--- src/rtl/hex_lattice_gas_streaming_defines.svh ---
// ----------------------------------------------------------------------------
// Hex lattice gas streaming: assertion macros
// Shorthand for the concurrent checks of the top level. All checks sample on
// clk_i and are off while rst_ni is low.
// ----------------------------------------------------------------------------
`ifndef HEX_LATTICE_GAS_STREAMING_DEFINES_SVH
`define HEX_LATTICE_GAS_STREAMING_DEFINES_SVH

// Consequent must hold in the same cycle as the antecedent.
`define HLG_ASSERT(lbl, ante, cons, msg) \
  lbl: assert property (@(posedge clk_i) disable iff (!rst_ni) (ante) |-> (cons)) \
    else $error(msg);

// Consequent must hold in the cycle after the antecedent.
`define HLG_ASSERT_NEXT(lbl, ante, cons, msg) \
  lbl: assert property (@(posedge clk_i) disable iff (!rst_ni) (ante) |=> (cons)) \
    else $error(msg);

`endif

--- src/rtl/hlg_queue.sv ---
// ----------------------------------------------------------------------------
// Hex lattice gas streaming: word queue
// Small register queue with valid/ready on both sides and a fill count.
// ----------------------------------------------------------------------------
`default_nettype none

module hlg_queue #(
  parameter int unsigned DW    = 8,
  parameter int unsigned DEPTH = 4,
  localparam int unsigned PW   = $clog2(DEPTH),
  localparam int unsigned CW   = $clog2(DEPTH + 1)
) (
  input  wire logic          clk_i,
  input  wire logic          rst_ni,
  input  wire logic          push_valid_i,
  output logic               push_ready_o,
  input  wire logic [DW-1:0] push_data_i,
  output logic               pop_valid_o,
  input  wire logic          pop_ready_i,
  output logic [DW-1:0]      pop_data_o,
  output logic [CW-1:0]      count_o
);

  logic [DW-1:0] mem_q [DEPTH];
  logic [PW-1:0] wr_ptr_q, wr_ptr_d;
  logic [PW-1:0] rd_ptr_q, rd_ptr_d;
  logic [CW-1:0] count_q, count_d;
  logic          push, pop;

  assign push_ready_o = (count_q != CW'(DEPTH));
  assign pop_valid_o  = (count_q != '0);
  assign pop_data_o   = mem_q[rd_ptr_q];
  assign count_o      = count_q;
  assign push         = push_valid_i && push_ready_o;
  assign pop          = pop_valid_o && pop_ready_i;

  always_comb begin
    wr_ptr_d = push ? wr_ptr_q + PW'(1) : wr_ptr_q;
    rd_ptr_d = pop ? rd_ptr_q + PW'(1) : rd_ptr_q;
    count_d  = count_q + CW'(push) - CW'(pop);
  end

  always_ff @(posedge clk_i or negedge rst_ni) begin
    if (!rst_ni) begin
      wr_ptr_q <= '0;
      rd_ptr_q <= '0;
      count_q  <= '0;
    end else begin
      wr_ptr_q <= wr_ptr_d;
      rd_ptr_q <= rd_ptr_d;
      count_q  <= count_d;
    end
  end

  always_ff @(posedge clk_i) begin
    if (push) begin
      mem_q[wr_ptr_q] <= push_data_i;
    end
  end

endmodule

`default_nettype wire

--- config.mk ---
export PLATFORM = sky130hd
export DESIGN_NAME = hlg_queue
export DESIGN_NICKNAME = d
export VERILOG_FILES = /design/src/rtl/hex_lattice_gas_streaming_defines.svh /design/src/rtl/hlg_queue.sv
export SDC_FILE = /design/constraint.sdc
export NUM_CORES = 1
export LEC_CHECK = 0
export BUFFER_PORTS_ARGS = -buffer_cell sky130_fd_sc_hd__buf_2
export CELL_PAD_IN_SITES_DETAIL_PLACEMENT = 1
export CELL_PAD_IN_SITES_GLOBAL_PLACEMENT = 2
export CORE_MARGIN = 2
export CORE_UTILIZATION = 25
export DETAILED_ROUTE_END_ITERATION = 7
export MAX_ROUTING_LAYER = met4
export PLACE_DENSITY_LB_ADDON = 0.1
export SYNTH_ARGS = -nofsm -noshare
export SYNTH_HDL_FRONTEND = slang
export SYNTH_SLANG_ARGS = --single-unit
export TNS_END_PERCENT = 5
--- constraint.sdc ---
create_clock -name clk_i -period 3 [get_ports clk_i]
set_input_delay 0.15 -clock clk_i [delete_from_list [all_inputs] [get_ports clk_i]]
set_output_delay 0.15 -clock clk_i [all_outputs]
set_load 0.02 [all_outputs]
======== Word-level counts from Yosys, hierarchy flattened ========
Memories as Yosys holds them, arrays and structs flattened.
Cells that the tools add are included.
Widths: inputs -> output; s select.
storage, ports and cells
  register bits after elaboration ......... 7
  memory bits (writable) .................. 32
  input bits .............................. 12
  output and inout port bits .............. 13
  memories kept ........................... 1
memories
  memory  words  width  read ports  clocked after memory_dff  wr ports  RTL line         RTL
  mem_q   4      8      1           0                         1         hlg_queue.sv:24  logic [DW-1:0] mem_q [DEPTH];
cells by class
  $add $sub $neg .......................... 4
  equality and inequality tests ........... 1
  muxes and demuxes ....................... 2
  reduce and logical (&&, ||, !) cells .... 3
operator list
  kind                 count
  $add 2x1->2 const B  2
  $add 3x1->3          1
  $ne 3x3->1 const B   1
  $reduce_bool 3->1    1
  $sub 3x1->3          1
  $logic_and 1x1->1    2
  $mux 1               2

======== Logic depth before layout (Yosys ltp) ========
Gate-level depths: netlist (run 1).
  depth in word-level cells ............... 4
  depth in mapped cells ................... 9

======== Worst setup path after synthesis (run 1) ========
Ideal clock, no wire load.
  path type ............................... reg2reg
  start point ............................. register count_q[1], in the netlist count_o[1]
  end point ............................... register count_q[2], in the netlist count_o[2]
  arrival time ............................ 2.048 ns
  data required time ...................... 2.861 ns
  setup slack ............................. 0.814 ns
  stages on the path, launching flop included .. 10
  path buffers ............................ 0
  cell sequence ........................... dfrtp_1 > nor3b_4 > nand2b_1 > ha_1 > inv_1 > ha_1 > inv_1 > fa_1 > xnor2_1 > xnor2_1
between the ends
  cells in the longest elaborated chain, start to end .. 4
  elaborated cells on any way between the ends .. 6
  classes of those cells .................. add/sub: 2; eq/ne: 1; reduce/logical: 3
ends and longest elaborated chain
  item                    RTL line         RTL
  start, declared         hlg_queue.sv:27  logic [CW-1:0] count_q, count_d;
  start signal, assigned  hlg_queue.sv:51  count_q <= count_d;
  $ne 3x3->1              hlg_queue.sv:30  assign push_ready_o = (count_q != CW'(DEPTH));
  $logic_and 1x1->1       hlg_queue.sv:34  assign push = push_valid_i && push_ready_o;
  $add 3x1->3             hlg_queue.sv:40  count_d = count_q + CW'(push) - CW'(pop);
  $sub 3x1->3 (*)         hlg_queue.sv:40
  via count_d[2]          hlg_queue.sv:27
Mark *: on every way through the listed nets, which the timed path passes. The rest lies on a longest branch.
A chain may end at the register's enable or synchronous reset.

======== Worst setup path in the final report (run 1) ========
Same ends and word-level chain as after synthesis.

==> results of run 1 <==
==> registers in the layout, summed over array words and instances (netlist names) <==
name and count:
count_o 3, mem_q 32, rd_ptr_q 2, wr_ptr_q 2
==> metal layers <==
layer / up-vias / global-route usage
li1: 381 / -
met1: 420 / 0.118
met2: 16 / 0.165
met3: 5 / 0.0305
met4: 0 / 0.0390
met5: - / -
==> power by group through the flow <==
stage / sequential [uW] / clock, uW / combinational (uW)
2_1_floorplan: 843 / 0 / 519
3_3_place_gp: 911 / 0 / 681
3_5_place_dp: 921 / 0 / 688
4_1_cts: 909 / 454 / 693
5_1_grt: 928 / 476 / 726
6_report: 897 / 433 / 665
==> worst max-delay path, cell delays in order (launching register included) <==
cell and delay, ns:
dfrtp_1 0.51, nor3b_4 0.35, nand2b_1 0.16, ha_1 0.22, inv_1 0.05, ha_1 0.13, inv_1 0.05, fa_1 0.38
xnor2_1 0.21, xnor2_1 0.15
==> through the flow <==
stage                     setup slack [ns]   util  hold slack [ns]  cells
after detailed placement             0.659  0.290          0.00714    182
after global routing                 0.509  0.309           0.0661    191
after floorplan                      0.814      -           -0.146     83
after CTS                            0.647  0.309           0.0628    191
after global placement               0.771  0.290        -0.000436    182
final                                0.713  0.309           0.0725    191
==> cell type report <==
| cell class | count | share of cell area |
|---|---|---|
| sequential | 39 | 0.582 |
| multi-input combinational | 36 | 0.233 |
| timing repair buffer | 25 | 0.0667 |
| tap | 77 | 0.0494 |
| clock buffer | 5 | 0.0353 |
| clock inverter | 3 | 0.0224 |
| inverter | 6 | 0.0115 |
==> cell usage after synthesis <==
cell type | n | share of area
and3b_1 | 4 | 0.022
buf_6 | 1 | 0.0069
clkbuf_2 | 1 | 0.0031
dfrtp_1 | 7 | 0.11
edfxtp_1 | 32 | 0.59
fa_1 | 1 | 0.012
ha_1 | 6 | 0.046
inv_1 | 6 | 0.014
mux4_2 | 8 | 0.11
nand2_1 | 1 | 0.0023
nand2b_1 | 4 | 0.015
nand4bb_1 | 2 | 0.014
nor3b_4 | 1 | 0.012
o211ai_1 | 2 | 0.0092
o311ai_1 | 1 | 0.0054
o31a_1 | 1 | 0.0054
or3_1 | 1 | 0.0038
xnor2_1 | 3 | 0.016
xor2_1 | 1 | 0.0054
==> worst max path at each step <==
stage | from | to | slack [ns]
6_report | count_o[1] | count_o[2] | 0.71
3_3_place_gp | count_o[1] | count_o[2] | 0.77
4_1_cts | count_o[1] | count_o[2] | 0.65
2_1_floorplan | count_o[1] | count_o[2] | 0.81
5_1_grt | count_o[2] | count_o[2] | 0.51
3_5_place_dp | count_o[1] | count_o[2] | 0.66
==> cell families (layout without fill, tap and decap cells) <==
kind of cell,after synthesis,count (layout),synth area share
and+or+nand+nor,13,13,0.0684
AOI/OAI and AO/OA,4,4,0.0200
adders and majority gates,7,7,0.0584
DFF,39,39,0.697
muxes,8,8,0.111
xor gates and xnor gates,4,4,0.0215
buffers and inverters,8,39,0.0238
==> results.yml, run 1 <==
worst_setup_path:
  arrival_ns: 2.49
  reg2reg_to: "count_o[2]"
  r2r_start: "count_o[1]"
  ff2ff_path_depth: 9
  critical_path.max_fanout: 9
  startpoint_type: "register"
  critPathCaptureType: "register"
  worst-setup-path-type: "register to register"
  setup.reg_to_reg.worst_slack_ns: 0.71
  required_ns: 3.21
cts:
  cts_hold_buf: 1
  clk_latency_ns: 0.29
  clk_pin_slew_worst_paths_ns: 0.08
  cts_tree: "yes"
  clock_path_buffers: 2
  clockRootBuffer: "clkbuf_8"
  clock-sinks: 39
  cts_made_buffers: 5
  htree_num_levels: 2
  cts_resized: 0
  cts_setup_buffers: 0
logic_synthesis:
  yosysUniqueCellTypes: 19
  yosys_register_bits: 39
  syn_avg_cell_area_sq_um: 19.6
  synth_fp_nets: 102
  synth_area_sq_mm: 0.00163
  yosys_warnings: 0
  syn-instance-count: 83
  seq_area_frac_synth: 0.697
die:
  die-area_sq_mm: 0.00718
  io_pins: 25
  die_y_um: 84.7
  die_w_um: 84.7
  num_rows: 29
  core_sq_mm: 0.00631
  initial_core_util: 0.258
timing:
  finalSetupViolCount: 0
  fin_worst_skew_ns: 0.00588
  period_minus_slack_ns: 2.29
  rsz0062_at_grt: "false"
  slew_viol_final: 0
  worst_slew_pin_slew_ns: 0.668
  relSlewSlack: 0.554
  hold_viol_final: 0
  max_freq_mhz: 437
  final.setup.tns_ns: 0
  timing.final.crit_share: 0.762
pwr:
  leakage_uw: 0.000724
  irDropWorstVdd_uv: 314
  power_frac_comb: 0.333
  pwr-share-clk: 0.217
  total_power_uw: 2000
  power.density_mw_per_mm2: 1020
  p_sw_frac: 0.352
  pwr-share-seq: 0.450
  p_switching_uw: 703
  p_int_uw: 1290
routing:
  highest_layer: "met4"
  drt-met1-wl_um: 1370
  drtAntennaViolNets: 0
  route.detailed.drc: 0
  dr_wl_met3_um: 117
  first_pass_iters: 4
  num_vias: 822
  via_per_inst: 4.30
  avgRoutedWirePerCell_um: 17.0
  drt_iter0_drc: 43
  met2WireLength_um: 1700
  routed_wl_um: 3240
place:
  dp_hpwl_um: 2260
  gp_congestion: 0.671
  place_area_sq_mm: 0.00183
  io_buffers: 24
final_layout:
  regArea_sq_mm: 0.00114
  fin_nets: 132
  fillers: 681
  areaGrowthSynthToFinish_pct: 19.8
  final_common_cell: "edfxtp_1"
  antenna_cells: 0
  postLayoutCellArea_sq_mm: 0.00195
  multiInputGateArea_sq_um: 454
  final_cell_mix: "edfxtp_1 (32), buf_2 (24), mux4_2 (8)"
  drive_gt1_frac: 0.360
hold_path:
  worstHoldPathType: "primary input to register"
  hold_start: "push_data_i[2]"
  holdPathStages: 1
  hold_end: "mem_q[3][2]"
grt:
  track_usage: 0.101
  first_global_vias: 932
  antenna_found_initial: 0
  grt_pass1_wl_um: 5040
  grt_start_max_net_pins: 14
  overflow: 0
run_status:
  outcome: "finished, final reports clean"
job:
  cap_violations: 0
Note: power is estimated with default switching activity, not from simulation.
==> run 2, diff against run 1 <==
--- a/config.mk
+++ b/config.mk
@@ -5,6 +5,7 @@
 export SDC_FILE = /design/constraint.sdc
 export NUM_CORES = 1
 export LEC_CHECK = 0
+export ABC_AREA = 1
 export BUFFER_PORTS_ARGS = -buffer_cell sky130_fd_sc_hd__buf_2
 export CELL_PAD_IN_SITES_DETAIL_PLACEMENT = 1
 export CELL_PAD_IN_SITES_GLOBAL_PLACEMENT = 2
==> constraint.sdc (replaced) <==
create_clock -name clk_i -period 2.25 [get_ports clk_i]
set_input_delay 0.1125 -clock clk_i [delete_from_list [all_inputs] [get_ports clk_i]]
set_output_delay 0.1125 -clock clk_i [all_outputs]
set_load 0.02 [all_outputs]
==> run 2 against run 1 <==
Against the previous run:
- sequential power is 22% higher
- via count grew 41%
- global-route usage is 0.98 points higher
- total power increased by 34%
- cell count up 43%
- synthesized area is 5.8% higher
- core utilization is 0.69 points lower
- die area is 5.5% higher
- maximum frequency grew 12%
- largest cell class unchanged
- highest routed layer unchanged
==> results.yml, run 2 <==
routing:
  via_per_inst: 4.24
  num_vias: 1157
  drt_iter0_drc: 47
  avgRoutedWirePerCell_um: 13.2
  first_pass_iters: 3
  routed_wl_um: 3610
  drtAntennaViolNets: 0
  route.detailed.drc: 0
worst_setup_path:
  worst-setup-path-type: "register to register"
  arrival_ns: 2.21
  setup.reg_to_reg.worst_slack_ns: 0.21
  critical_path.max_fanout: 5
  crit_path_top_delay_cell: "dfrtp_2"
  startpoint_type: "register"
  required_ns: 2.42
  crit_chain: "nor2_2 > nand2_1 > nand2_1 > inv_1 > ha_1 > inv_1 > ha_1 > inv_1 > fa_1 > nand3_1 > nand2_1"
  crit_path_max_incr_delay_ns: 0.45
  critPathCaptureType: "register"
grt:
  grtUsageMet3: 0.0313
  grt_use_met1: 0.123
  use_met2: 0.192
  antenna_found_initial: 0
  grt_pass1_wl_um: 5960
  grt-busiest-layer: "met2"
  track_usage: 0.111
  first_global_vias: 1224
  grt_start_max_net_pins: 18
  overflow: 0
timing:
  hold_viol_final: 0
  max_freq_mhz: 491
  finalSetupViolCount: 0
  rsz0062_at_grt: "false"
  layout_setup_ws_ns: 0.213
  slew_viol_final: 0
  relSlewSlack: 0.738
  timing.final.crit_share: 0.906
  period_minus_slack_ns: 2.04
  holdWs_ns: 0.0455
  final.setup.tns_ns: 0
  worst_slew_pin_slew_ns: 0.392
  fin_worst_skew_ns: 0.00396
pwr:
  p_int_uw: 1570
  pwr-share-clk: 0.165
  pwr-share-seq: 0.407
  power.density_mw_per_mm2: 1320
  power_frac_comb: 0.428
  p_switching_uw: 1100
  leakage_uw: 0.000899
  p_sw_frac: 0.413
  irDropWorstVdd_uv: 515
  total_power_uw: 2670
cts:
  cts_made_buffers: 5
  clock_path_buffers: 2
  clockRootBuffer: "clkbuf_8"
  clock-sinks: 39
  cts_tree: "yes"
  clk_pin_slew_worst_paths_ns: 0.07
  htree_num_levels: 2
  clk_latency_ns: 0.28
final_layout:
  antenna_cells: 0
  fin_nets: 211
  fillers: 762
  drive_gt1_frac: 0.218
  largest_reg_flops: 32
  multiInputGateArea_sq_um: 455
  final_cell_mix: "nand2_1 (41), edfxtp_1 (32), buf_2 (24)"
  areaGrowthSynthToFinish_pct: 17.9
  stdcell_count: 273
  final_common_cell: "nand2_1"
  regMostFlops: "mem_q"
  regArea_sq_mm: 0.00114
place:
  gp_congestion: 0.786
  io_buffers: 24
  place_ws_ns: 0.162
  dp_cells: 264
  dp_hpwl_um: 2590
die:
  num_rows: 30
  die_y_um: 87.0
  initial_core_util: 0.256
  die_w_um: 87.0
  core_sq_mm: 0.00672
  io_pins: 25
  die-area_sq_mm: 0.00757
logic_synthesis:
  seq_area_frac_synth: 0.659
  yosysUniqueCellTypes: 15
  yosys_warnings: 0
  synth_edf_count: 32
  yosys.area.top_type: "edfxtp_1"
  synth_area_sq_mm: 0.00172
  synth_top_cells_by_area: "edfxtp_1 (56%), dfrtp_1 (10%), nand2_1 (8.9%)"
  synth_commonest_cells: "nand2_1 (41), edfxtp_1 (32), inv_1 (23)"
  async_flop_share: 0.179
  synth_top_area_frac: 0.558
  synth_fp_nets: 178
  synth.most_common_cell: "nand2_1"
  syn-instance-count: 159
  syn_avg_cell_area_sq_um: 10.8
  synth_ff_type: "edfxtp_1"
  yosys_register_bits: 39
hold_path:
  worstHoldPathType: "primary input to register"
run_status:
  outcome: "finished, final reports clean"
job:
  cap_violations: 0
[run 2: kinds of logic (layout without fill, tap and decap cells)]
| group | count (synthesis) | in the layout | share of synthesized area |
|---|---|---|---|
| AO/OA/AOI/OAI | 16 | 16 | 0.0465 |
| adder cells (fa/ha/maj) | 7 | 7 | 0.0552 |
| buffers and inverters | 28 | 62 | 0.0762 |
| flip-flops | 39 | 39 | 0.659 |
| AND/OR/NAND/NOR | 69 | 69 | 0.163 |
[run 2: worst max-delay path, delay by kind of cell, from the launching register on]
| kind | cells | cell delay, ns |
|---|---|---|
| flip-flops | 1 | 0.45 |
| buffers and inverters | 3 | 0.14 |
| adder cells (fa/ha/maj) | 3 | 0.78 |
| AND/OR/NAND/NOR | 5 | 0.56 |
[run 2: final cells by class]
type	instances	share of cell area
flip-flops and latches	39	0.560
multi-input cells	92	0.224
repair buffers	30	0.0826
well taps	80	0.0493
inverters	24	0.0444
clock buffers	8	0.0394
[run 2: through the flow]
step | area, sq um | utilization
after floorplan | 1720 | -
after global placement | 1940 | 0.289
after detailed placement | 1940 | 0.289
after CTS | 2030 | 0.302
after global routing | 2030 | 0.302
final | 2030 | 0.302
[run 2: what timing repair did]
| item | in CTS | in global routing |
|---|---|---|
| setup endpoints to repair | 0 | 1 |
| hold endpoints to repair | 7 | 0 |
| setup buffers | 0 | 0 |
| gates resized for setup | 0 | 1 |
| hold buffers | 1 | 0 |
[run 2: final timing paths]
path	to	cells past startpoint	start
max in group asynchronous	count_o[1]	2	rst_ni
hold / removal	mem_q[0][7]	1	push_data_i[7]
hold reg to reg	rd_ptr_q[1]	2	rd_ptr_q[1]
min in group asynchronous	count_o[2]	2	rst_ni
setup reg to reg	count_o[2]	11	count_o[1]
setup / recovery	count_o[2]	11	count_o[1]
[run 2: power groups by stage]
| stage | clock network, uW | logic, uW | registers [uW] |
|---|---|---|---|
| after detailed placement | 0 | 1180 | 1110 |
| after global placement | 0 | 1130 | 1100 |
| after floorplan | 0 | 808 | 1100 |
| after CTS | 459 | 1190 | 1090 |
| final | 442 | 1140 | 1090 |
| after global routing | 487 | 1320 | 1110 |
[run 2: routing by layer]
| layer | vias to the layer above | share of wire |
|---|---|---|
| li1 | 573 | - |
| met1 | 560 | 0.43 |
| met2 | 20 | 0.53 |
| met3 | 4 | 0.035 |
| met4 | 0 | 0.0086 |
| met5 | - | 0 |
