`src/rtl/hex_lattice_gas_streaming_defines.svh`:
```
// ----------------------------------------------------------------------------
// Hex lattice gas streaming: assertion macros
// Shorthand for the concurrent checks of the top level. All checks sample on
// clk_i and are off while rst_ni is low.
// ----------------------------------------------------------------------------
`ifndef HEX_LATTICE_GAS_STREAMING_DEFINES_SVH
`define HEX_LATTICE_GAS_STREAMING_DEFINES_SVH

// Consequent must hold in the same cycle as the antecedent.
`define HLG_ASSERT(lbl, ante, cons, msg) \
  lbl: assert property (@(posedge clk_i) disable iff (!rst_ni) (ante) |-> (cons)) \
    else $error(msg);

// Consequent must hold in the cycle after the antecedent.
`define HLG_ASSERT_NEXT(lbl, ante, cons, msg) \
  lbl: assert property (@(posedge clk_i) disable iff (!rst_ni) (ante) |=> (cons)) \
    else $error(msg);

`endif

```
`src/rtl/hlg_pkg.sv`:
```
// ----------------------------------------------------------------------------
// Hex lattice gas streaming: package
// Word types, register codes, sizes and the hexagonal neighbor tables.
// ----------------------------------------------------------------------------
`default_nettype none

package hlg_pkg;

  localparam int unsigned MAX_WIDTH_DEF = 1024;
  localparam int unsigned MAX_HEIGHT    = 1024;
  localparam int unsigned MIN_DIM       = 2;
  localparam int unsigned RESET_WIDTH   = 256;
  localparam int unsigned RESET_HEIGHT  = 256;
  localparam int unsigned CFG_W         = 11;
  localparam int unsigned CFG_IDX_W     = 2;
  localparam int unsigned ROW_W         = 11;
  localparam int unsigned QUEUE_DEPTH   = 4;
  localparam int unsigned OUT_DEPTH     = 4;
  localparam int unsigned NUM_DIRS      = 6;

  typedef enum logic [CFG_IDX_W-1:0] {
    REG_GRID_WIDTH  = 2'd0,
    REG_GRID_HEIGHT = 2'd1
  } cfg_reg_e;

  typedef struct packed {
    logic       flush;
    logic       obstacle;
    logic [6:0] cell_state;
  } in_item_t;

  typedef struct packed {
    logic [6:0] out_state;
    logic       out_obstacle;
    logic       frame_end;
  } out_item_t;

  typedef struct packed {
    logic       obstacle;
    logic [6:0] state;
  } cell_t;

  // Position class of the cell that leaves the window with a given word.
  typedef struct packed {
    logic emit;
    logic frame_end;
    logic top;
    logic bottom;
    logic left;
    logic right;
    logic odd;
  } cls_t;

  // Opposite direction and window offsets plus one, indexed by direction.
  localparam logic [2:0] OPP_DIR [NUM_DIRS] = '{3'd3, 3'd4, 3'd5, 3'd0, 3'd1, 3'd2};
  localparam logic [1:0] DY1     [NUM_DIRS] = '{2'd1, 2'd0, 2'd0, 2'd1, 2'd2, 2'd2};
  localparam logic [1:0] DXE1    [NUM_DIRS] = '{2'd2, 2'd1, 2'd0, 2'd0, 2'd0, 2'd1};
  localparam logic [1:0] DXO1    [NUM_DIRS] = '{2'd2, 2'd2, 2'd1, 2'd0, 2'd1, 2'd2};

endpackage

`default_nettype wire

```
`src/rtl/hlg_front.sv`:
```
// ----------------------------------------------------------------------------
// Hex lattice gas streaming: front end
// Holds the grid size registers and the raster position, accepts cells and
// tags each word with the class of the cell that it completes.
// ----------------------------------------------------------------------------
`default_nettype none

module hlg_front import hlg_pkg::*; #(
  parameter int unsigned MAX_WIDTH = MAX_WIDTH_DEF,
  localparam int unsigned XW       = $clog2(MAX_WIDTH),
  localparam int unsigned XCW      = $clog2(MAX_WIDTH + 1)
) (
  input  wire logic                 clk_i,
  input  wire logic                 rst_ni,
  input  wire logic                 cfg_valid_i,
  output logic                      cfg_ready_o,
  input  wire logic [CFG_IDX_W-1:0] cfg_index_i,
  input  wire logic [CFG_W-1:0]     cfg_data_i,
  input  wire logic                 in_valid_i,
  output logic                      in_ready_o,
  input  wire in_item_t             in_data_i,
  output logic                      push_valid_o,
  input  wire logic                 push_ready_i,
  output cell_t                     push_cell_o,
  output logic [XW-1:0]             push_col_o,
  output cls_t                      push_cls_o
);

  localparam int unsigned W_RST = (RESET_WIDTH > MAX_WIDTH) ? MAX_WIDTH : RESET_WIDTH;

  logic [XCW-1:0]   w_q, w_d, w_sat;
  logic [ROW_W-1:0] h_q, h_d, h_sat;
  logic [XW-1:0]    col_q, col_d;
  logic [ROW_W-1:0] row_q, row_d;
  logic [XW-1:0]    xi;
  logic [XCW-1:0]   xi_inc;
  logic             wrap, xi_zero, lead, ovf, accept, restart;
  logic [ROW_W-1:0] h_p1, h_p2;
  cls_t             cls;

  assign cfg_ready_o = 1'b1;
  assign in_ready_o  = push_ready_i;
  assign accept      = in_valid_i && push_ready_i;

  always_comb begin
    if (cfg_data_i < CFG_W'(MIN_DIM)) begin
      w_sat = XCW'(MIN_DIM);
    end else if (32'(cfg_data_i) > MAX_WIDTH) begin
      w_sat = XCW'(MAX_WIDTH);
    end else begin
      w_sat = XCW'(cfg_data_i);
    end
    if (cfg_data_i < CFG_W'(MIN_DIM)) begin
      h_sat = ROW_W'(MIN_DIM);
    end else if (32'(cfg_data_i) > MAX_HEIGHT) begin
      h_sat = ROW_W'(MAX_HEIGHT);
    end else begin
      h_sat = ROW_W'(cfg_data_i);
    end
  end

  always_comb begin
    xi      = (XCW'(col_q) >= w_q) ? '0 : col_q;
    xi_inc  = XCW'(xi) + XCW'(1);
    wrap    = (xi_inc >= w_q);
    xi_zero = (xi == '0);
    h_p1    = h_q + ROW_W'(1);
    h_p2    = h_q + ROW_W'(2);
    lead    = (row_q == '0) || ((row_q == ROW_W'(1)) && xi_zero);
    ovf     = xi_zero ? (row_q >= h_p2) : (row_q >= h_p1);

    cls.emit      = !lead && !ovf;
    cls.frame_end = xi_zero && (row_q == h_p1);
    cls.top       = xi_zero ? (row_q == ROW_W'(2)) : (row_q == ROW_W'(1));
    cls.bottom    = xi_zero ? (row_q == h_p1) : (row_q == h_q);
    cls.left      = (xi == XW'(1));
    cls.right     = xi_zero;
    cls.odd       = xi_zero ? row_q[0] : ~row_q[0];
    restart       = !lead && (ovf || cls.frame_end);
  end

  always_comb begin
    w_d   = w_q;
    h_d   = h_q;
    col_d = col_q;
    row_d = row_q;
    if (cfg_valid_i) begin
      case (cfg_reg_e'(cfg_index_i))
        REG_GRID_WIDTH: begin
          w_d   = w_sat;
          col_d = '0;
          row_d = '0;
        end
        REG_GRID_HEIGHT: begin
          h_d   = h_sat;
          col_d = '0;
          row_d = '0;
        end
        default: begin
        end
      endcase
    end else if (accept) begin
      col_d = wrap ? '0 : xi_inc[XW-1:0];
      if (wrap && (row_q < h_p2)) begin
        row_d = row_q + ROW_W'(1);
      end
      if (restart) begin
        col_d = '0;
        row_d = '0;
      end
    end
  end

  always_ff @(posedge clk_i or negedge rst_ni) begin
    if (!rst_ni) begin
      w_q   <= XCW'(W_RST);
      h_q   <= ROW_W'(RESET_HEIGHT);
      col_q <= '0;
      row_q <= '0;
    end else begin
      w_q   <= w_d;
      h_q   <= h_d;
      col_q <= col_d;
      row_q <= row_d;
    end
  end

  assign push_valid_o = in_valid_i;
  assign push_col_o   = xi;
  assign push_cls_o   = cls;
  assign push_cell_o  = in_data_i.flush ? '0 : cell_t'({in_data_i.obstacle, in_data_i.cell_state});

endmodule

`default_nettype wire

```
`config.mk`:
```
export PLATFORM = sky130hd
export DESIGN_NAME = hlg_front
export DESIGN_NICKNAME = d
export VERILOG_FILES = /design/src/rtl/hex_lattice_gas_streaming_defines.svh /design/src/rtl/hlg_pkg.sv /design/src/rtl/hlg_front.sv
export SDC_FILE = /design/constraint.sdc
export NUM_CORES = 1
export LEC_CHECK = 0
export BUFFER_PORTS_ARGS = -buffer_cell sky130_fd_sc_hd__buf_2
export CORE_MARGIN = 4
export CORE_UTILIZATION = 40
export DETAILED_ROUTE_END_ITERATION = 16
export PLACE_DENSITY = 0.59
export SYNTH_ARGS = -nofsm -noshare
export SYNTH_HDL_FRONTEND = slang
export SYNTH_SLANG_ARGS = --single-unit
```
`constraint.sdc`:
```
create_clock -name clk_i -period 4.45 [get_ports clk_i]
set_input_delay 0.2225 -clock clk_i [delete_from_list [all_inputs] [get_ports clk_i]]
set_output_delay 0.2225 -clock clk_i [all_outputs]
set_load 0.01 [all_outputs]
```
# Word level (Yosys, flattened, before mapping)
# Index checks and enable logic that the tools add are counted.
[op_classes]
muxes = 18
magnitude_cmp = 7
bitwise_logic = 1
addsub = 4
reduce_logical = 20
n_eq_ne = 7
[ops]
columns = ["operator", "n"]
rows = [
  ["two-way mux 11 bit", 7],
  ["two-way mux 10 bit", 6],
  [">= comparator 11 bit", 3],
  ["adder 11 x 1 -> 11 bit (second input constant)", 2],
  ["== test 11 bit", 2],
  ["adder 10 x 1 -> 11 bit (second input constant)", 1],
  ["adder 11 x 2 -> 11 bit (second input constant)", 1],
  ["== test 11 x 1 -> 1 bit (second input constant)", 1],
  ["== test 11 x 2 -> 1 bit (second input constant)", 1],
  [">= comparator 10 x 11 -> 1 bit", 1],
  ["greater-than comparator 11 bit (second input constant)", 1],
  ["logical NOT 11 bit", 1],
  ["< comparator 11 bit", 1],
  ["< comparator 11 x 2 -> 1 bit (second input constant)", 1],
  ["== test 10 x 1 -> 1 bit (second input constant)", 1],
  ["logical NOT 10 bit", 1],
  ["two-way mux 8 bit", 1],
  ["logical AND 1 bit", 6],
  ["AND reduction 2 bit", 3],
  ["two-way mux 1 bit", 4],
  ["AND reduction 3 bit", 1],
  ["nonzero test 3 bit", 1],
  ["== test 2 x 1 -> 1 bit (second input constant)", 1],
  ["logical NOT 1 bit", 2],
  ["6 further kinds", 7],
]
[totals]
register_bits = 43
output_inout_bits = 28
input_bits = 27
wordCells = 61

# Logic depth before layout (Yosys ltp)
# Gate-level depths: netlist of the first run.
[logic_depth]
depth_word = 10
mapped_depth = 21
ltp_nobuf = 20

# Worst setup path before layout of the first run
# No wires, ideal clock.
[synth_timing]
path_kind = "reg2reg"
startpoint = "register w_q[8]"
endpoint = "register row_q[10]"
period_less_slack_ps = 4420
path_stages_with_launch = 22
setup_time_ps = 86
arrival_time_ps = 4334
slack_ps = 30
n_path_buf = 1
required_time_ps = 4364
path_cell_list = "dfstp_2 inv_1 ha_1 a21o_1 a21o_1 a32oi_2 and2_1 nand2_1 inv_1 ha_1 and3_1 nand3_1 xor2_1 nor2_1 ha_1 a21o_1 a21o_1 a221oi_1 or3_1 o311ai_4 buf_6 o221ai_2"
[synth_via]
elab_chain_len = 10
elab_cells_between_ends = 18
cone_classes = "add/sub: 1; order compare: 2; mux: 5; reduce/logical: 10"
[synth_rtl]
columns = ["element", "line", "rtl"]
rows = [
  ["from (decl)", "hlg_front.sv:31", "logic [XCW-1:0] w_q, w_d, w_sat;"],
  ["from (signal assigned)", "hlg_front.sv:116", "w_q <= XCW'(W_RST);"],
  ["from (signal assigned)", "hlg_front.sv:121", "w_q <= w_d;"],
  [">= comparator 10 x 11 -> 1 bit *", "hlg_front.sv:63", "xi = (XCW'(col_q) >= w_q) ? '0 : col_q;"],
  ["two-way mux 10 bit *", "hlg_front.sv:63", ""],
  ["net push_col_o[0]", "hlg_front.sv:25", "output logic [XW-1:0] push_col_o,"],
  ["branches (longest 8 deep; another with adder 10 x 1 -> 11 bit)", "--", ""],
  ["to (signal assigned)", "hlg_front.sv:124", "row_q <= row_d;"],
  ["to (decl)", "hlg_front.sv:34", "logic [ROW_W-1:0] row_q, row_d;"],
]
# Mark *: on every way through the listed nets, which the timed path passes. The select of a mux whose other input is x is not followed.
# A chain may end at the register's enable or synchronous reset.

# Final worst setup path of the first run
[layout_timing]
startpoint = "register w_q[8]"
endpoint = "register row_q[4]"
[layout_via]
elab_chain_len = 10
elab_cells_between_ends = 18
cone_classes = "add/sub: 1; order compare: 2; mux: 5; reduce/logical: 10"
[layout_rtl]
columns = ["element"]
rows = [
  ["branches (longest 10 deep; another with >= comparator 10 x 11 -> 1 bit)"],
]
# Several ways; the timed one is not identified. The select of a mux whose other input is x is not followed.

==> impl_metrics.toml, run 1 <==
[synthesis]
synthFlopType = "dfrtp_1"
synth_edf_count = 0
netlist_area_mm2 = 0.00398
synth_cells = 471
avgSynthCellArea_um2 = 8.44
synthDistinctLibCells = 55
async_flop_share = 1.00
yosysSeqAreaShare = 0.271
syn_nets = 550
ys_warn_count = 0
ys_ff_latch = 43

[setup_path]
cp-end-kind = "flip-flop"
crit_slowest_cell = "dfstp_2"
cp-start-kind = "flip-flop"
critPathMostFrequentCell = "inv_1"
worstPathRequired_ps = 4680
critPathMaxFanout = 6
worstSetupPathType = "flip-flop to flip-flop"
cpPeakStageDelay_ps = 540
reg2reg_slack_ps = 270
arrival_ps = 4410
cp_cell_sequence = "inv_1, ha_1, a21o_1, a21o_1, a32oi_2, and2_4, nand2_1, inv_1, ha_4, xor2_1, inv_1, ha_1, a211o_1, a31oi_1, o21ai_1, a221oi_2, buf_4, or3_4, o311ai_4, o221ai_2"

[power_and_ir_drop]
p_leak_nw = 2.17
total_power_mw = 1.96
p_per_area_mw_per_mm2 = 433
max-vdd-ir-drop_mv = 0.163

[sta]
fin_skew_ps = 15.4
slew_violations = 0
whs_ps = 79.8
rsz0062_at_grt = "false"
tightest_slew_ps = 1030
fmax_mhz = 239
setup_tns_ps = 0
finalSetupViolCount = 0
hold_violations = 0
min_period_ps = 4180
slew_headroom = 0.313
finalCritPeriodShare = 0.939

[finish]
layout_commonest_cell = "nand2_1"
syn_to_final_growth_pct = 13.9
antenna_cells = 0
final_nets = 598
most-common-layout-cells = "56 x nand2_1, 53 x buf_2, 51 x ha_1, 42 x inv_1, 41 x dfrtp_1"
drive_above_1_share = 0.188

[global_route]
grt-ovfl-total = 0
grt_use_total = 0.184
grt_max_degree = 44
grt_pass1_wl_mm = 17.1
antenna_found_initial = 0
grt_pass1_vias = 3488

[placement]
hpwlAfterDp_mm = 8.04
port_buffers = 53
routabilityCongestion = 0.876

[cts]
cts_max_level = 2
cts_buffers = 5
cts_hold_buf = 0
cts_root_buf = "clkbuf_8"
clk_pin_slew_ps = 100
clock_latency_ps = 310
clock-sinks = 43
clk_path_buf_depth = 2
cts_tree = "built"
post_cts_buffers = 0
cts_resized = 0

[drt]
initialDrtViolationCount = 152
wire_per_inst_um = 15.9
dr_total_vias = 3523
routed_wl_mm = 10.4
antenna_left = 0
first_pass_iters = 4
via_per_inst = 5.40
drcViolationCount = 0

[hold_path]
min_path_type = "input port to async pin"

[job]
drv_cap = 0

[floorplan]
dieWidth_um = 108
initial_core_util = 0.409
num_rows = 36
fp.dieH_um = 108
coreArea_mm2 = 0.00973
dieArea_mm2 = 0.0116
pin_count = 55

[status]
outcome = "finished, final reports clean"
## metrics by stage
stage	area, µm²	std cells	util	setup slack (ps)
global route	4530	653	0.466	10.3
global placement	4360	644	0.448	169
finish	4530	653	0.466	270
CTS	4480	652	0.460	37.1
floorplan	3980	471	-	29.6
detailed placement	4360	644	0.448	45.4
## synthesized netlist by cell type, types with 3 or more instances
cell type,instances,share of area
ha_1,52,0.16
nor2_1,25,0.024
or3_1,5,0.0079
xnor2_1,16,0.035
buf_4,4,0.0075
and3_1,10,0.016
nand2b_1,7,0.011
nand3_1,21,0.026
nand2_1,56,0.053
o31ai_1,5,0.0094
o21ai_0,36,0.045
nand3b_1,7,0.013
nor3_1,9,0.011
nand4_1,8,0.013
and4_1,3,0.0066
xor2_1,18,0.040
nor2b_1,11,0.017
a211o_1,3,0.0066
dfrtp_1,41,0.26
and2_1,3,0.0047
a21oi_1,11,0.014
inv_1,42,0.040
o221ai_2,8,0.030
clkbuf_1,14,0.013
o211ai_1,7,0.013
nor4_1,7,0.011
a21o_1,6,0.011
## where the power goes
group	internal, mW	switching [mW]	leakage, nW
Clock	0.171	0.162	0.0587
Combinational	0.425	0.616	1.55
Sequential	0.459	0.130	0.563
Total	1.05	0.908	2.17
## cell families (layout without fill, tap and decap cells)
| kind of cell | count (synthesis) | after routing | share of synthesized area |
|---|---|---|---|
| other cells | 1 | 1 | 0.000943 |
| simple gates | 177 | 177 | 0.225 |
| xor+xnor | 34 | 34 | 0.0749 |
| flops | 43 | 43 | 0.271 |
| fa+ha+maj | 52 | 52 | 0.164 |
| compound gates | 96 | 97 | 0.186 |
| buf+inv | 64 | 112 | 0.0683 |
| mux | 4 | 4 | 0.0107 |
## cell type report
| class | count | area [µm²] |
|---|---|---|
| fillers | 968 | 5200 |
| multi-input cells | 365 | 2680 |
| flip-flops and latches | 43 | 1080 |
| repair buffers | 62 | 333 |
| well taps | 133 | 166 |
| inverters | 42 | 158 |
| clock buffers | 5 | 68.8 |
| clock inverters | 3 | 47.5 |
## final timing paths
path,cells past startpoint,from,end
min in group clk_i,3,cfg_data_i[3],w_q[3]
hold reg to reg,2,w_q[8],w_q[8]
max in group asynchronous,1,rst_ni,h_q[3]
hold / removal,1,rst_ni,row_q[7]
setup / recovery,20,w_q[8],row_q[4]
setup reg to reg,20,w_q[8],row_q[4]
## routing by layer
layer  global-route usage  routed length [µm]  part of all wire  up-vias
li1                     -                   -                 -     1759
met1                0.259                5070              0.49     1671
met2                0.301                4780              0.46       83
met3               0.0246                 414             0.040       10
met4               0.0379                 105             0.010        0
met5                    0                   0                 0        -
## registers in the layout, summed over array words and instances, names as in the netlist
name / flops
h_q: 11
w_q: 11
col_q: 10
row_q: 11
## critical path: cells and delay by family, from the launching register on
kind            cells  cell delay [ps]
fa+ha+maj           3              770
simple gates        3              430
buf+inv             4              420
flops               1              540
xor+xnor            1              190
compound gates      9             1770
(Power assumes the default switching activity.)
==> run 2, diff against run 1 <==
CORE_MARGIN = 2   (was 4)
==> impl_metrics.toml, run 2 (synthesis results as in run 1) <==
[status]
outcome = "finished, final reports clean"

[global_route]
grt-ovfl-total = 0
grt_pass1_wl_mm = 16.9
grt_pass1_vias = 3493
grt_use_total = 0.189
antenna_found_initial = 0
grt_max_degree = 44

[setup_path]
critPathMostFrequentCell = "a21o_1"
cpPeakStageDelay_ps = 540
cp-end-kind = "flip-flop"
cp-start-kind = "flip-flop"
rr_worst_depth = 21
worstPathRequired_ps = 4660
reg2reg_slack_ps = 150
r2r_end = "row_q[5]"
cp_top_family = "compound AO/OA/AOI/OAI gates"
startpoint = "w_q[8]"
rr_startpoint = "w_q[8]"
critPathMaxFanout = 6
arrival_ps = 4510
cp_cell_sequence = "inv_1, ha_1, a21o_1, a21o_1, a32oi_2, and2_4, nand2_1, inv_1, ha_2, and3_1, nand3_1, xor2_1, nor2_1, ha_1, a21o_1, a21o_1, a221oi_1, buf_4, or3_4, o311ai_4, o221ai_1"
worstSetupPathType = "flip-flop to flip-flop"
critPathBufInv = 3
crit_slowest_cell = "dfstp_2"

[finish]
layout_commonest_cell = "nand2_1"
drive_above_1_share = 0.188
antenna_cells = 0
most-common-layout-cells = "56 x nand2_1, 53 x buf_2, 51 x ha_1, 42 x inv_1, 41 x dfrtp_1"
fin_util = 0.465
multi_input_area_mm2 = 0.00267
largest_registers = "h_q x11, row_q x11, w_q x11"
seqCellArea_mm2 = 0.00108
fillers = 999
final_nets = 598
syn_to_final_growth_pct = 13.7

[floorplan]
num_rows = 36
fp.dieH_um = 104
dieArea_mm2 = 0.0108
coreArea_mm2 = 0.00973
dieWidth_um = 104
pin_count = 55
initial_core_util = 0.409

[placement]
port_buffers = 53
routabilityCongestion = 0.871
hpwlAfterDp_mm = 7.94
dp_slack_ps = 22.7

[cts]
clock_latency_ps = 310
post_cts_buffers = 0
clk_pin_slew_ps = 100
cts_max_level = 2
cts_buffers = 5
cts_hold_buf = 0
clock-sinks = 43
cts_tree = "built"
cts_root_buf = "clkbuf_8"
clk_path_buf_depth = 2

[sta]
layout_setup_ws_ps = 151
min_period_ps = 4300
tightest_slew_ps = 1040
finalSetupViolCount = 0
setup_tns_ps = 0
fmax_mhz = 233
slew_headroom = 0.304
finalCritPeriodShare = 0.966
fin_skew_ps = 15.3
hold_violations = 0
slew_violations = 0

[hold_path]
min_path_type = "input port to async pin"

[power_and_ir_drop]
power_frac_comb = 0.530
p_clk_frac = 0.167
intPower_mw = 1.05
pwr-share-seq = 0.303
max-vdd-ir-drop_mv = 0.190
p_sw_frac = 0.463
p_per_area_mw_per_mm2 = 433
power.switching_mw = 0.906
p_leak_nw = 2.17

[drt]
initialDrtViolationCount = 146
wire_per_inst_um = 15.7
antenna_left = 0
routed_wl_mm = 10.3
drcViolationCount = 0
first_pass_iters = 4
via_per_inst = 5.39
dr_total_vias = 3522

[job]
drv_cap = 0
run 2: per-stage QoR:
stage	std cells	hold WS (ps)	total power [mW]	instance area (µm²)
floorplan	471	-73.1	1.33	3980
global placement	644	444	1.58	4360
detailed placement	644	462	1.61	4360
CTS	652	119	1.94	4480
global route	653	162	2.10	4520
finish	653	78.2	1.96	4520
run 2: worst max path at each step:
stage | endpoint | slack [ps] | cells after the start
global placement | row_q[5] | 160 | 20
global route | row_q[10] | -0.8 | 22
finish | row_q[5] | 150 | 21
CTS | row_q[5] | 30 | 21
floorplan | row_q[10] | 30 | 21
detailed placement | row_q[5] | 20 | 20
run 2: per-layer routing:
metal | part of all wire | wire [µm] | vias up | global-route usage
met3 | 0.041 | 417 | 11 | 0.0264
li1 | - | - | 1753 | -
met4 | 0.011 | 118 | 0 | 0.0531
met2 | 0.46 | 4740 | 96 | 0.306
met1 | 0.49 | 5010 | 1662 | 0.265
met5 | 0 | 0 | - | 0
run 2: power groups by stage:
stage	combinational, mW	sequential, mW	clock (mW)
final	1.04	0.593	0.326
after global routing	1.15	0.605	0.347
after CTS	1.02	0.589	0.337
after detailed placement	1.01	0.598	0
after global placement	0.984	0.594	0
after floorplan	0.791	0.538	0
run 2: timing repair:
| item | 4_1_cts | 5_1_grt |
|---|---|---|
| pin swaps | 0 | 2 |
| resized for setup | 1 | 5 |
| cloned | 0 | 1 |
| endpoints found under the setup margin | 1 | 11 |
run 2: layout make-up:
class,count,area share
clock inverter,3,0.0102
multi-input combinational,365,0.591
tap,133,0.0368
timing repair buffer,62,0.0736
clock buffer,5,0.0152
sequential,43,0.239
inverter,42,0.0349
==> run 3, diff against run 2 <==
CELL_PAD_IN_SITES_DETAIL_PLACEMENT = 0   (was default)
CELL_PAD_IN_SITES_GLOBAL_PLACEMENT = 1   (was default)
PLACE_DENSITY = 0.76   (was 0.59)
==> impl_metrics.toml, run 3 (synthesis results as in run 1) <==
[cts]
cts_tree = "built"
clk_pin_slew_ps = 100
cts_max_level = 2
cts_root_buf = "clkbuf_8"
cts_buffers = 5
clock-sinks = 43
clk_path_buf_depth = 2
clock_latency_ps = 310

[global_route]
grt_pass1_wl_mm = 17.4
antenna_found_initial = 0
grt_use_total = 0.196
grt_max_degree = 44
grt_pass1_vias = 3351
grt-ovfl-total = 0

[setup_path]
r2r_end = "row_q[6]"
startpoint = "w_q[8]"
cp-end-kind = "flip-flop"
rr_startpoint = "w_q[8]"
worstSetupPathType = "flip-flop to flip-flop"
critPathMaxFanout = 10
cp-start-kind = "flip-flop"
arrival_ps = 4360
worstPathRequired_ps = 4620
rr_worst_depth = 22
reg2reg_slack_ps = 260

[placement]
place_inst = 645
port_buffers = 53
hpwlAfterDp_mm = 8.14
routabilityCongestion = 0.873

[drt]
via_per_inst = 5.38
drcViolationCount = 0
antenna_left = 0
routed_wl_mm = 10.5
initialDrtViolationCount = 186
dr_total_vias = 3519
wire_per_inst_um = 16.0
first_pass_iters = 4

[sta]
hold_violations = 0
rsz0062_at_grt = "true"
finalSetupViolCount = 0
min_period_ps = 4190
slew_headroom = 0.326
finalCritPeriodShare = 0.942
fin_skew_ps = 13.4
tightest_slew_ps = 1010
slew_violations = 0
fmax_mhz = 239

[floorplan]
dieArea_mm2 = 0.0108
pin_count = 55
dieWidth_um = 104
num_rows = 36
fp.dieH_um = 104
initial_core_util = 0.409
coreArea_mm2 = 0.00973

[finish]
drive_above_1_share = 0.200
antenna_cells = 0
most-common-layout-cells = "56 x nand2_1, 53 x buf_2, 51 x ha_1, 41 x dfrtp_1, 40 x inv_1"
fin_util = 0.469
final_nets = 599
largest_registers = "h_q x11, row_q x11, w_q x11"
layout_commonest_cell = "nand2_1"
layout.cells.non_filler = 654
syn_to_final_growth_pct = 14.8
fillers = 974

[hold_path]
min_path_type = "input port to async pin"

[status]
outcome = "finished, final reports clean"

[power_and_ir_drop]
max-vdd-ir-drop_mv = 0.230
p_leak_nw = 2.17
p_per_area_mw_per_mm2 = 425

[job]
drv_cap = 0
-- run 3: routing by layer --
| metal | track usage | wire length, µm | part of all wire | up-vias |
|---|---|---|---|---|
| met5 | 0 | 0 | 0 | - |
| met4 | 0.0454 | 131 | 0.012 | 0 |
| met3 | 0.0258 | 574 | 0.055 | 13 |
| met2 | 0.299 | 4570 | 0.44 | 106 |
| met1 | 0.295 | 5200 | 0.50 | 1640 |
| li1 | - | - | - | 1760 |
-- run 3: worst max-delay path by stage --
stage / endpoint / slack (ps) / cells after the start
after detailed placement: row_q[0] / 120 / 22
after CTS: row_q[0] / 90 / 22
after global placement: row_q[2] / 250 / 21
final: row_q[6] / 260 / 22
after global routing: row_q[6] / -30 / 22
after floorplan: row_q[10] / 30 / 21
-- run 3: critical path, stage by stage (launching register included) --
cell and delay, ps:
dfstp_2 540, inv_1 60, ha_1 300, a21o_1 150, a21o_1 180, a32oi_2 170, and2_4 180, nand2_1 100
inv_2 100, ha_4 170, and3_1 160, nand3_1 130, xor2_2 200, nor2_1 60, ha_1 310, a21o_1 180
a21o_1 180, a221oi_2 260, buf_4 190, nor3_4 50, buf_12 160, o211ai_1 100, o221ai_2 120
-- run 3: layout make-up --
type                    count  area [µm²]  area share
clock buffers               5        68.8      0.0151
clock inverters             3        46.3      0.0101
inverters                  42         158      0.0345
multi-input cells         365        2700       0.590
flip-flops and latches     43        1080       0.236
well taps                 133         166      0.0364
repair buffers             63         353      0.0773
-- run 3: power breakdown --
part	leakage, nW	total (mW)	internal, mW	switching, mW
clock network	0.0548	0.324	0.169	0.155
registers	0.563	0.588	0.459	0.128
logic	1.56	1.03	0.413	0.616
total	2.17	1.94	1.04	0.899
-- run 3: timing repair --
action | CTS | global route
endpoints found under the setup margin | 0 | 21
gates resized for setup | 0 | 11
hold buffers | 0 | 0
buffers inserted | 0 | 1
hold endpoints to repair | 0 | 0
-- run 3: per-stage QoR --
| step | area (µm²) | setup WS (ps) | hold slack [ps] | TNS [ps] | power [mW] |
|---|---|---|---|---|---|
| global route | 4570 | -31.6 | 157 | -128 | 2.10 |
| detailed placement | 4370 | 124 | 456 | 0 | 1.59 |
| floorplan | 3980 | 29.6 | -73.1 | 0 | 1.33 |
| CTS | 4490 | 86.4 | 111 | 0 | 1.92 |
| global placement | 4370 | 251 | 447 | 0 | 1.56 |
| finish | 4570 | 258 | 66.8 | 0 | 1.94 |
